`src/hw/rtl/chist_pkg.sv`:
```
// chist_pkg: shared constants, codes, step table and controller/datapath structs
// for the co-occurrence histogram. No dependencies.
`default_nettype none

package chist_pkg;

    localparam int MAX_MOTIFS = 16;
    localparam int COUNT_BITS = 16;

    // payload field widths
    localparam int OP_W      = 2;
    localparam int ID_W      = 5;
    localparam int SEL_W     = 2;
    localparam int RI_W      = 13;
    localparam int OUT_CNT_W = 16;
    localparam int TOT_W     = 32;

    // configuration port
    localparam int CFG_IDX_W  = 1;
    localparam int CFG_DATA_W = 5;
    localparam int MC_W       = 5;
    localparam int SC_W       = 3;
    localparam logic [CFG_IDX_W-1:0] CFG_MOTIF_COUNT = 1'd0;
    localparam logic [CFG_IDX_W-1:0] CFG_SLOT_COUNT  = 1'd1;
    localparam logic [MC_W-1:0]      MOTIF_COUNT_RST = 5'd16;
    localparam logic [SC_W-1:0]      SLOT_COUNT_RST  = 3'd4;

    // operations
    localparam logic [OP_W-1:0] OP_COUNT = 2'd0;
    localparam logic [OP_W-1:0] OP_READ  = 2'd1;
    localparam logic [OP_W-1:0] OP_CLEAR = 2'd2;

    // table select
    localparam logic [SEL_W-1:0] TAB_SINGLE  = 2'd0;
    localparam logic [SEL_W-1:0] TAB_PAIR    = 2'd1;
    localparam logic [SEL_W-1:0] TAB_TRIPLET = 2'd2;

    localparam int NUM_SLOTS = 4;

    typedef enum logic [1:0] {
        KIND_SINGLE,
        KIND_PAIR,
        KIND_TRIPLET
    } kind_t;

    // Update steps of one row: 4 singles, 6 pairs, 4 triplets.
    localparam int NUM_STEPS = 14;
    localparam int STEP_W    = $clog2(NUM_STEPS);

    localparam kind_t STEP_KIND [NUM_STEPS] = '{
        KIND_SINGLE, KIND_SINGLE, KIND_SINGLE, KIND_SINGLE,
        KIND_PAIR, KIND_PAIR, KIND_PAIR, KIND_PAIR, KIND_PAIR, KIND_PAIR,
        KIND_TRIPLET, KIND_TRIPLET, KIND_TRIPLET, KIND_TRIPLET
    };
    localparam logic [1:0] STEP_I [NUM_STEPS] = '{
        2'd0, 2'd1, 2'd2, 2'd3, 2'd0, 2'd0, 2'd0, 2'd1, 2'd1, 2'd2,
        2'd0, 2'd0, 2'd0, 2'd1
    };
    localparam logic [1:0] STEP_J [NUM_STEPS] = '{
        2'd0, 2'd0, 2'd0, 2'd0, 2'd1, 2'd2, 2'd3, 2'd2, 2'd3, 2'd3,
        2'd1, 2'd1, 2'd2, 2'd2
    };
    localparam logic [1:0] STEP_K [NUM_STEPS] = '{
        2'd0, 2'd0, 2'd0, 2'd0, 2'd0, 2'd0, 2'd0, 2'd0, 2'd0, 2'd0,
        2'd2, 2'd3, 2'd3, 2'd3
    };

    typedef struct packed {
        logic load;
        logic calc;
        logic step_next;
        logic rd_en;
        logic wr_en;
        logic rd_req;
        logic take;
        logic flag_bad;
        logic sweep;
        logic emit;
    } cmd_t;

    typedef struct packed {
        logic [OP_W-1:0] op;
        logic            step_active;
        logic            step_last;
        logic            read_bad;
        logic            sweep_last;
    } sts_t;

endpackage

`default_nettype wire

```
`src/hw/rtl/chist_ctrl.sv`:
```
// chist_ctrl: sequencer for row updates, reads and clear sweeps; owns the
// channel handshakes. Depends on chist_pkg.
`default_nettype none

module chist_ctrl import chist_pkg::*; (
    input  wire logic clk,
    input  wire logic rst_n,
    input  wire logic in_valid,
    output logic      in_ready,
    output logic      out_valid,
    input  wire logic out_ready,
    input  wire sts_t sts,
    output cmd_t      cmd
);

    typedef enum logic [3:0] {
        ST_CLEAR,
        ST_IDLE,
        ST_DECODE,
        ST_ADDR,
        ST_RMW_RD,
        ST_RMW_WR,
        ST_READ_RD,
        ST_READ_DATA,
        ST_DONE
    } state_t;

    state_t state_reg, state_next;
    logic   reply_reg, reply_next;
    logic   out_valid_reg, out_valid_next;

    always_comb
    begin
        cmd            = '0;
        state_next     = state_reg;
        reply_next     = reply_reg;
        out_valid_next = out_valid_reg & ~out_ready;

        case (state_reg)
            ST_CLEAR:
            begin
                cmd.sweep = 1'b1;
                if (sts.sweep_last)
                begin
                    state_next = reply_reg ? ST_DONE : ST_IDLE;
                end
            end
            ST_IDLE:
            begin
                if (in_valid)
                begin
                    cmd.load   = 1'b1;
                    state_next = ST_DECODE;
                end
            end
            ST_DECODE:
            begin
                case (sts.op)
                    OP_COUNT: state_next = ST_ADDR;
                    OP_READ:  state_next = ST_READ_RD;
                    OP_CLEAR:
                    begin
                        state_next = ST_CLEAR;
                        reply_next = 1'b1;
                    end
                    default:  state_next = ST_DONE;
                endcase
            end
            ST_ADDR:
            begin
                cmd.calc = 1'b1;
                if (sts.step_active)
                begin
                    state_next = ST_RMW_RD;
                end
                else
                begin
                    cmd.step_next = 1'b1;
                    if (sts.step_last)
                    begin
                        state_next = ST_DONE;
                    end
                end
            end
            ST_RMW_RD:
            begin
                cmd.rd_en  = 1'b1;
                state_next = ST_RMW_WR;
            end
            ST_RMW_WR:
            begin
                cmd.wr_en     = 1'b1;
                cmd.step_next = 1'b1;
                state_next    = sts.step_last ? ST_DONE : ST_ADDR;
            end
            ST_READ_RD:
            begin
                if (sts.read_bad)
                begin
                    cmd.flag_bad = 1'b1;
                    state_next   = ST_DONE;
                end
                else
                begin
                    cmd.rd_req = 1'b1;
                    state_next = ST_READ_DATA;
                end
            end
            ST_READ_DATA:
            begin
                cmd.take   = 1'b1;
                state_next = ST_DONE;
            end
            ST_DONE:
            begin
                if (!out_valid_reg || out_ready)
                begin
                    cmd.emit       = 1'b1;
                    out_valid_next = 1'b1;
                    reply_next     = 1'b0;
                    state_next     = ST_IDLE;
                end
            end
            default:
            begin
                state_next = ST_IDLE;
            end
        endcase
    end

    always_ff @(posedge clk or negedge rst_n)
    begin
        if (!rst_n)
        begin
            state_reg     <= ST_CLEAR;
            reply_reg     <= 1'b0;
            out_valid_reg <= 1'b0;
        end
        else
        begin
            state_reg     <= state_next;
            reply_reg     <= reply_next;
            out_valid_reg <= out_valid_next;
        end
    end

    assign in_ready  = (state_reg == ST_IDLE);
    assign out_valid = out_valid_reg;

endmodule

`default_nettype wire

```
`config.mk`:
```
export PLATFORM = sky130hd
export DESIGN_NAME = chist_ctrl
export DESIGN_NICKNAME = d
export VERILOG_FILES = /design/src/hw/rtl/chist_pkg.sv /design/src/hw/rtl/chist_ctrl.sv
export SDC_FILE = /design/constraint.sdc
export NUM_CORES = 1
export LEC_CHECK = 0
export ABC_AREA = 1
export BUFFER_PORTS_ARGS = -buffer_cell sky130_fd_sc_hd__buf_2
export CAP_MARGIN = 20
export CORE_MARGIN = 2
export CORE_UTILIZATION = 39
export CTS_CLUSTER_SIZE = 14
export DETAILED_ROUTE_END_ITERATION = 8
export PLACE_DENSITY = 0.74
export SLEW_MARGIN = 0
export SYNTH_ARGS = -nofsm -noshare
export SYNTH_HDL_FRONTEND = slang
export SYNTH_SLANG_ARGS = --single-unit
```
`constraint.sdc`:
```
create_clock -name clk -period 1.96 [get_ports clk]
set_input_delay 0.588 -clock clk [delete_from_list [all_inputs] [get_ports clk]]
set_output_delay 0.588 -clock clk [all_outputs]
set_load 0.05 [all_outputs]
```
==> results.toml, run 1 <==
[power_and_ir_drop]
p_sw_uw = 763
power_leakage_uw = 0.000455
sw_frac_of_total_pct = 57.5
fin_total_pwr_uw = 1330
p_int_uw = 564
pwr-share-clk_pct = 8.1
power_density_mw_per_mm2 = 1680
pwr-share-comb_pct = 70.9
pwr-share-seq_pct = 21.0
peakVddDrop_mv = 0.697

[clock_tree]
root_buffer = "clkbuf_4"
clock_latency_ns = 0.23
cts_htree_levels = 1
cts_tree = "yes"
cts_buffer_depth = 2
clock_sink_count = 6
cts_inserted_buffers = 3
clkTransAtPathRegs_ns = 0.04

[sta]
rsz0062_at_grt = "true"
tightest_slew_ns = 0.249
fin_crit_ns = 1.94
finalSetupViolations = 0
fin_crit_sh_pct = 98.9
final_max_slew_viol_count = 0
fmax_mhz = 516
hold_viol_final = 0
fin_skew_ns = 0.000415
max_slew_margin_pct = 83.5

[yosys]
netlist_area_um2 = 529
ys_ff_latch = 6
synthCells = 88
synth_fp_nets = 98
synth.distinct_cells = 17
yosys_warnings = 0
seq_area_frac_synth_pct = 28.4
synth.avg_cell_area_um2 = 6.01

[final_layout]
area_growth_pct = 48.9
nets = 128
mostFrequentLayoutCell = "nand2_1"
fin_area_um2 = 788
diodes = 0
largest_reg_flops = 4
layout_common_cells = "nand2_1, inv_1, nor2_1, buf_2"
drive_above_1_share_pct = 46.6

[flow_run]
max_cap_violations = 0

[drt]
wl_per_cell_um = 9.73
ant_nets = 0
vias_per_cell = 4.75
dr.pass1.iters = 5
drc = 0
wl_met1_um = 537
wl_met3_um = 37
top_layer = "met3"
drtIter0Drc = 20
num_vias = 622
wl_met2_um = 699
wirelength_mm = 1.27

[floorplanning]
fp.dieH_um = 40.8
core_region_area_mm2 = 0.00128
design.die.area_mm2 = 0.00167
die_w_um = 40.8
rows = 13
start_util_pct = 41.2
ios = 22

[critical_path]
worst_setup_path_end_kind = "output port"
cp_slowest_stage_delay_ns = 0.43
r2r_start = "state_reg[1]"
setup.worst_path.class = "register to output port"
cpMaxStageDelayCell = "dfrtp_1"
required_ns = 1.37
cp.arrival_ns = 1.35
crit_path_cell_trace = "inv_2 > nor2_4 > inv_2 > nor4_2 > buf_4"
reg2reg_slack_ns = 0.64
cp_common_cell = "inv_2"
timing.reg2reg.worst_path_depth = 8
r2r_end = "state_reg[0]"
crit_buf_inv = 3
critPathLaunch = "state_reg[2]"
crit_path_max_fanout = 5
crit_family = "flip-flops"
crit_path_start_kind = "register"

[global_route]
grt_antenna_before_repair = 0
grt_pass1_wl_mm = 1.68
grt_usage_pct = 15.5
grt_pass1_vias = 454
overflow = 0
grt_start_max_net_pins = 8

[hold_path]
hp-class = "primary input to async pin"

[placement]
placed_cell_area_um2 = 689
io_buffers = 21
dp_hpwl_mm = 1.02
place_congestion = 0.781

[status]
status = "complete, no violations"
## synth_stat cells
cell type,instances,area [um^2]
nor2_1,13,48.8
inv_1,13,48.8
o21ai_0,2,10.0
nand3b_1,2,15.0
o211ai_1,1,7.51
nor2_4,3,33.8
nor4_1,1,6.26
nand2_1,22,82.6
inv_2,6,22.5
nand2_2,2,12.5
clkinv_1,1,3.75
nor2_2,4,25.0
nor3_1,1,5.00
nand4_1,2,12.5
dfrtp_1,6,150
a21oi_1,1,5.00
nand3_1,8,40.0
## per-layer routing
layer / track usage [%] / vias up
met2: 28.5 / 13
met4: 7.50 / 0
li1: - / 332
met3: 1.63 / 0
met1: 17.3 / 277
met5: 0 / -
## power by group through the flow
stage          clock (uW)  combinational (uW)  sequential [uW]
2_1_floorplan           0                 639              278
3_3_place_gp            0                 820              259
3_5_place_dp            0                 830              263
4_1_cts               112                 884              267
5_1_grt               123                1030              281
6_report              107                 941              278
## area by class of cell
cell class	instances	area [um^2]
sequential	6	154
tap	15	18.8
multi-input combinational	62	347
inverter	20	75.1
timing repair buffer	25	171
fill	121	497
clock buffer	3	22.5
## kinds of logic (layout without fill, tap and decap cells)
logic type / count (synthesis) / after routing / synth area share (%)
AO/OA/AOI/OAI: 4 / 4 / 4.26
buffers and inverters: 20 / 48 / 14.2
flip-flops: 6 / 6 / 28.4
AND/OR/NAND/NOR: 58 / 58 / 53.2
## stage by stage
step | hold slack (ns) | setup WS (ns) | utilization (%) | std cells | TNS (ns)
6_report | 0.166 | 0.0221 | 61.3 | 131 | 0
4_1_cts | 0.158 | 0.00340 | 58.1 | 130 | 0
2_1_floorplan | 0.292 | -0.229 | - | 88 | -0.229
5_1_grt | 0.157 | -0.0520 | 61.3 | 131 | -0.114
3_5_place_dp | 0.413 | 0.109 | 53.7 | 125 | 0
3_3_place_gp | 0.414 | 0.116 | 53.7 | 125 | 0
## repair_timing
item / CTS / global route
hold endpoints to repair: 0 / 0
resized for setup: 9 / 13
setup buffers: 2 / 1
pin swaps: 1 / 1
setup endpoints to repair: 8 / 10
hold buffers: 0 / 0
## worst max path at each step
stage / to / slack (ns) / depth (start not counted)
final: cmd[2] / 0.02 / 5
after global placement: cmd[2] / 0.12 / 4
after global routing: cmd[2] / -0.05 / 5
after detailed placement: cmd[2] / 0.11 / 4
after floorplan: cmd[2] / -0.23 / 2
after CTS: cmd[2] / 0.003 / 5
Note: power is estimated with default switching activity, not from simulation.
==> run 2, diff against run 1 <==
Settings changed: RECOVER_POWER set to 100.
==> results.toml, run 2 (synthesis gave the netlist of run 1 again) <==
[flow_run]
max_cap_violations = 0

[critical_path]
required_ns = 1.37
worst_setup_path_end_kind = "output port"
crit_path_cell_trace = "inv_2 > nor2_4 > inv_2 > nor4_2 > buf_4"
timing.reg2reg.worst_path_depth = 8
cp.arrival_ns = 1.35
r2r_end = "state_reg[0]"
crit_path_start_kind = "register"
setup.worst_path.class = "register to output port"
cp_slowest_stage_delay_ns = 0.43
cpMaxStageDelayCell = "dfrtp_1"
crit_family = "flip-flops"
crit_path_max_fanout = 5
r2r_start = "state_reg[1]"
crit_buf_inv = 3
reg2reg_slack_ns = 0.65
cp_common_cell = "inv_2"

[global_route]
overflow = 0
grt_antenna_before_repair = 0
grt_start_max_net_pins = 8
grt_pass1_vias = 454
grt_usage_pct = 15.5
grt_pass1_wl_mm = 1.68

[floorplanning]
design.die.area_mm2 = 0.00167
die_w_um = 40.8
ios = 22
start_util_pct = 41.2
fp.dieH_um = 40.8
core_region_area_mm2 = 0.00128
rows = 13

[clock_tree]
root_buffer = "clkbuf_4"
cts_tree = "yes"
cts_inserted_buffers = 3
cts_buffer_depth = 2
clkTransAtPathRegs_ns = 0.04
clock_latency_ns = 0.23
cts_htree_levels = 1
clock_sink_count = 6

[final_layout]
area_growth_pct = 48.7
layout_common_cells = "nand2_1, inv_1, nor2_1, buf_2, nand3_1"
nets = 128
drive_above_1_share_pct = 44.8
diodes = 0
largest_reg_flops = 4
mostFrequentLayoutCell = "nand2_1"
fin_area_um2 = 787
postLayoutCoreUtil_pct = 61.2

[drt]
drc = 0
ant_nets = 0
dr.pass1.iters = 5
wl_per_cell_um = 9.75
drtIter0Drc = 21
num_vias = 621
wirelength_mm = 1.28
vias_per_cell = 4.74

[placement]
dp_hpwl_mm = 1.02
pre_cts_ws_ns = 0.109
placed_cell_area_um2 = 689
io_buffers = 21
place_congestion = 0.781

[sta]
fin_skew_ns = 0.000415
tightest_slew_ns = 0.310
max_slew_margin_pct = 79.3
fin_crit_sh_pct = 98.8
final_max_slew_viol_count = 0
fin_ws_ns = 0.0235
fmax_mhz = 516
finalSetupViolations = 0
fin_crit_ns = 1.94
rsz0062_at_grt = "true"
hold_viol_final = 0

[power_and_ir_drop]
peakVddDrop_mv = 0.691
fin_total_pwr_uw = 1320
power_density_mw_per_mm2 = 1680
power_leakage_uw = 0.000452

[status]
status = "complete, no violations"

[hold_path]
hp-class = "primary input to async pin"
## run 2: layout make-up
cell class	count	area, um^2
Fill cell	122	498
Multi-Input combinational cell	62	347
Timing Repair Buffer	25	170
Sequential cell	6	154
Inverter	20	75.1
Clock buffer	3	22.5
Tap cell	15	18.8
## run 2: worst max-delay path by stage
stage                             from     end  slack [ns]  cells after the start
after detailed placement        sts[1]  cmd[2]        0.11                      4
after CTS                 state_reg[2]  cmd[2]       0.003                      5
final                     state_reg[2]  cmd[2]        0.02                      5
after global placement          sts[1]  cmd[2]        0.12                      4
after floorplan                 sts[1]  cmd[2]       -0.23                      2
after global routing      state_reg[2]  cmd[2]       -0.05                      5
## run 2: stage by stage
stage	cells	TNS (ns)	hold slack (ns)
floorplan	88	-0.229	0.292
finish	131	0	0.213
global placement	125	0	0.414
global route	131	-0.114	0.225
detailed placement	125	0	0.413
CTS	130	0	0.158
## run 2: what timing repair did
action | CTS | global route
hold buffers | 0 | 0
gates cloned | 0 | 0
pin swaps | 1 | 1
buffers inserted | 2 | 1
resized for setup | 9 | 13
setup endpoints to repair | 8 | 10
## run 2: report_power, final
group / total (uW) / switching, uW / internal (uW)
sequential: 277 / 93.3 / 184
clock: 107 / 38.3 / 68.8
combinational: 940 / 630 / 310
## run 2: layer usage
layer  track usage (%)  vias up  wire length (um)
li1                  -      330                 -
met5                 0        -                 0
met3              1.63        0                38
met1              17.3      276               531
met2              28.5       15               706
met4              7.50        0                 0
==> run 3, diff against run 2 <==
Settings changed: CTS_BUF_LIST set to sky130_fd_sc_hd__clkbuf_4 sky130_fd_sc_hd__clkbuf_8, PLACE_DENSITY 0.74 to unset, PLACE_DENSITY_LB_ADDON set to 0.1.
==> results.toml, run 3 (synthesis gave the netlist of run 1 again) <==
[drt]
ant_nets = 0
wl_met3_um = 98
wl_met1_um = 601
vias_per_cell = 4.86
top_layer = "met4"
wl_per_cell_um = 11.3
drtIter0Drc = 13
dr.pass1.iters = 4
drc = 0
wl_met2_um = 782
num_vias = 641
wirelength_mm = 1.49

[floorplanning]
core_region_area_mm2 = 0.00128
start_util_pct = 41.2
design.die.area_mm2 = 0.00167
ios = 22
die_w_um = 40.8
fp.dieH_um = 40.8
rows = 13

[clock_tree]
cts_tree = "yes"
cts_hold_buf = 0
clock_latency_ns = 0.24
cts_inserted_buffers = 3
cts_buffer_depth = 2
cts_htree_levels = 1
clock_sink_count = 6
clkTransAtPathRegs_ns = 0.05
root_buffer = "clkbuf_4"

[status]
status = "complete, no violations"

[final_layout]
register_area_um2 = 155
drive_above_1_share_pct = 49.6
diodes = 0
num-fill-cells = 121
largest_reg_flops = 4
multi_input_area_um2 = 370
area_growth_pct = 57.4
layout_common_cells = "nand2_1, inv_1, nor2_1, buf_2, buf_4"
nets = 129
mostFrequentLayoutCell = "nand2_1"

[critical_path]
crit_buf_inv = 3
cp.arrival_ns = 1.35
setup.worst_path.class = "register to output port"
cp_slowest_stage_delay_ns = 0.48
cp_common_cell = "inv_2"
worst_setup_path_end_kind = "output port"
reg2reg_slack_ns = 0.65
crit_path_start_kind = "register"
required_ns = 1.37
crit_path_cell_trace = "inv_2 > nor2_2 > nand3_2 > inv_2 > buf_4"
cpMaxStageDelayCell = "dfrtp_2"
crit_path_max_fanout = 6
crit_family = "flip-flops"

[placement]
io_buffers = 21
place_congestion = 0.826
dp_hpwl_mm = 1.11

[sta]
fin_skew_ns = 0.00281
hold_viol_final = 0
finalSetupViolations = 0
fin_crit_sh_pct = 99.0
fmax_mhz = 515
hold_ws_ns = 0.212
finalSetupTns_ns = 0
final_max_slew_viol_count = 0
tightest_slew_ns = 0.328
fin_crit_ns = 1.94
rsz0062_at_grt = "true"
max_slew_margin_pct = 78.1

[flow_run]
max_cap_violations = 0

[power_and_ir_drop]
power_density_mw_per_mm2 = 1720
peakVddDrop_mv = 0.987
power_leakage_uw = 0.000463

[global_route]
overflow = 0
grt_usage_pct = 18.6
grt_start_max_net_pins = 8
grt_antenna_before_repair = 0
grt_pass1_vias = 533
grt_pass1_wl_mm = 2.05

[hold_path]
hp-class = "primary input to async pin"
-- run 3: final cells by class --
type | count | area share, %
tap | 15 | 2.25
inverter | 20 | 9.31
multi-input combinational | 62 | 44.4
sequential | 6 | 18.6
clock buffer | 3 | 2.70
timing repair buffer | 26 | 22.7
-- run 3: report_power, final --
part | switching (uW) | leakage, uW | internal [uW]
Clock | 43.6 | 0.0000138 | 69.2
Sequential | 95.5 | 0.0000720 | 186
Combinational | 683 | 0.000377 | 355
-- run 3: final timing paths --
| path | to | start | cells past startpoint |
|---|---|---|---|
| max | cmd[4] | state_reg[1] | 5 |
| max reg2reg | state_reg[0] | state_reg[0] | 8 |
| min in group clk | reply_reg | reply_reg | 2 |
| min reg2reg | reply_reg | reply_reg | 2 |
| max in group asynchronous | state_reg[0] | rst_n | 1 |
| min | out_valid | rst_n | 1 |
-- run 3: per-layer routing --
| metal | GRT usage, % | vias to the layer above |
|---|---|---|
| li1 | - | 327 |
| met3 | 6.52 | 2 |
| met2 | 32.4 | 24 |
| met1 | 23.0 | 288 |
| met4 | 0 | 0 |
| met5 | 0 | - |
-- run 3: through the flow --
step,utilization (%),total power [uW],instances,area [um^2],worst slack (ns)
floorplan,-,917,88,558,-0.229
global placement,54.2,1110,126,697,0.123
detailed placement,54.2,1120,126,697,0.100
CTS,59.4,1310,131,763,0.00153
global route,64.8,1520,132,833,-0.0390
finish,64.8,1430,132,833,0.0187
-- run 3: worst register-to-register path: cells and delay by family, from the launching register on --
| kind | cells | cell delay [ns] |
|---|---|---|
| buf+inv | 1 | 0.07 |
| flops | 1 | 0.48 |
| simple gates | 7 | 0.66 |
-- run 3: what timing repair did --
item | in CTS | in global routing
pin swaps | 1 | 4
resized for setup | 12 | 22
gates cloned | 0 | 0
endpoints found under the setup margin | 9 | 10
setup buffers | 2 | 1
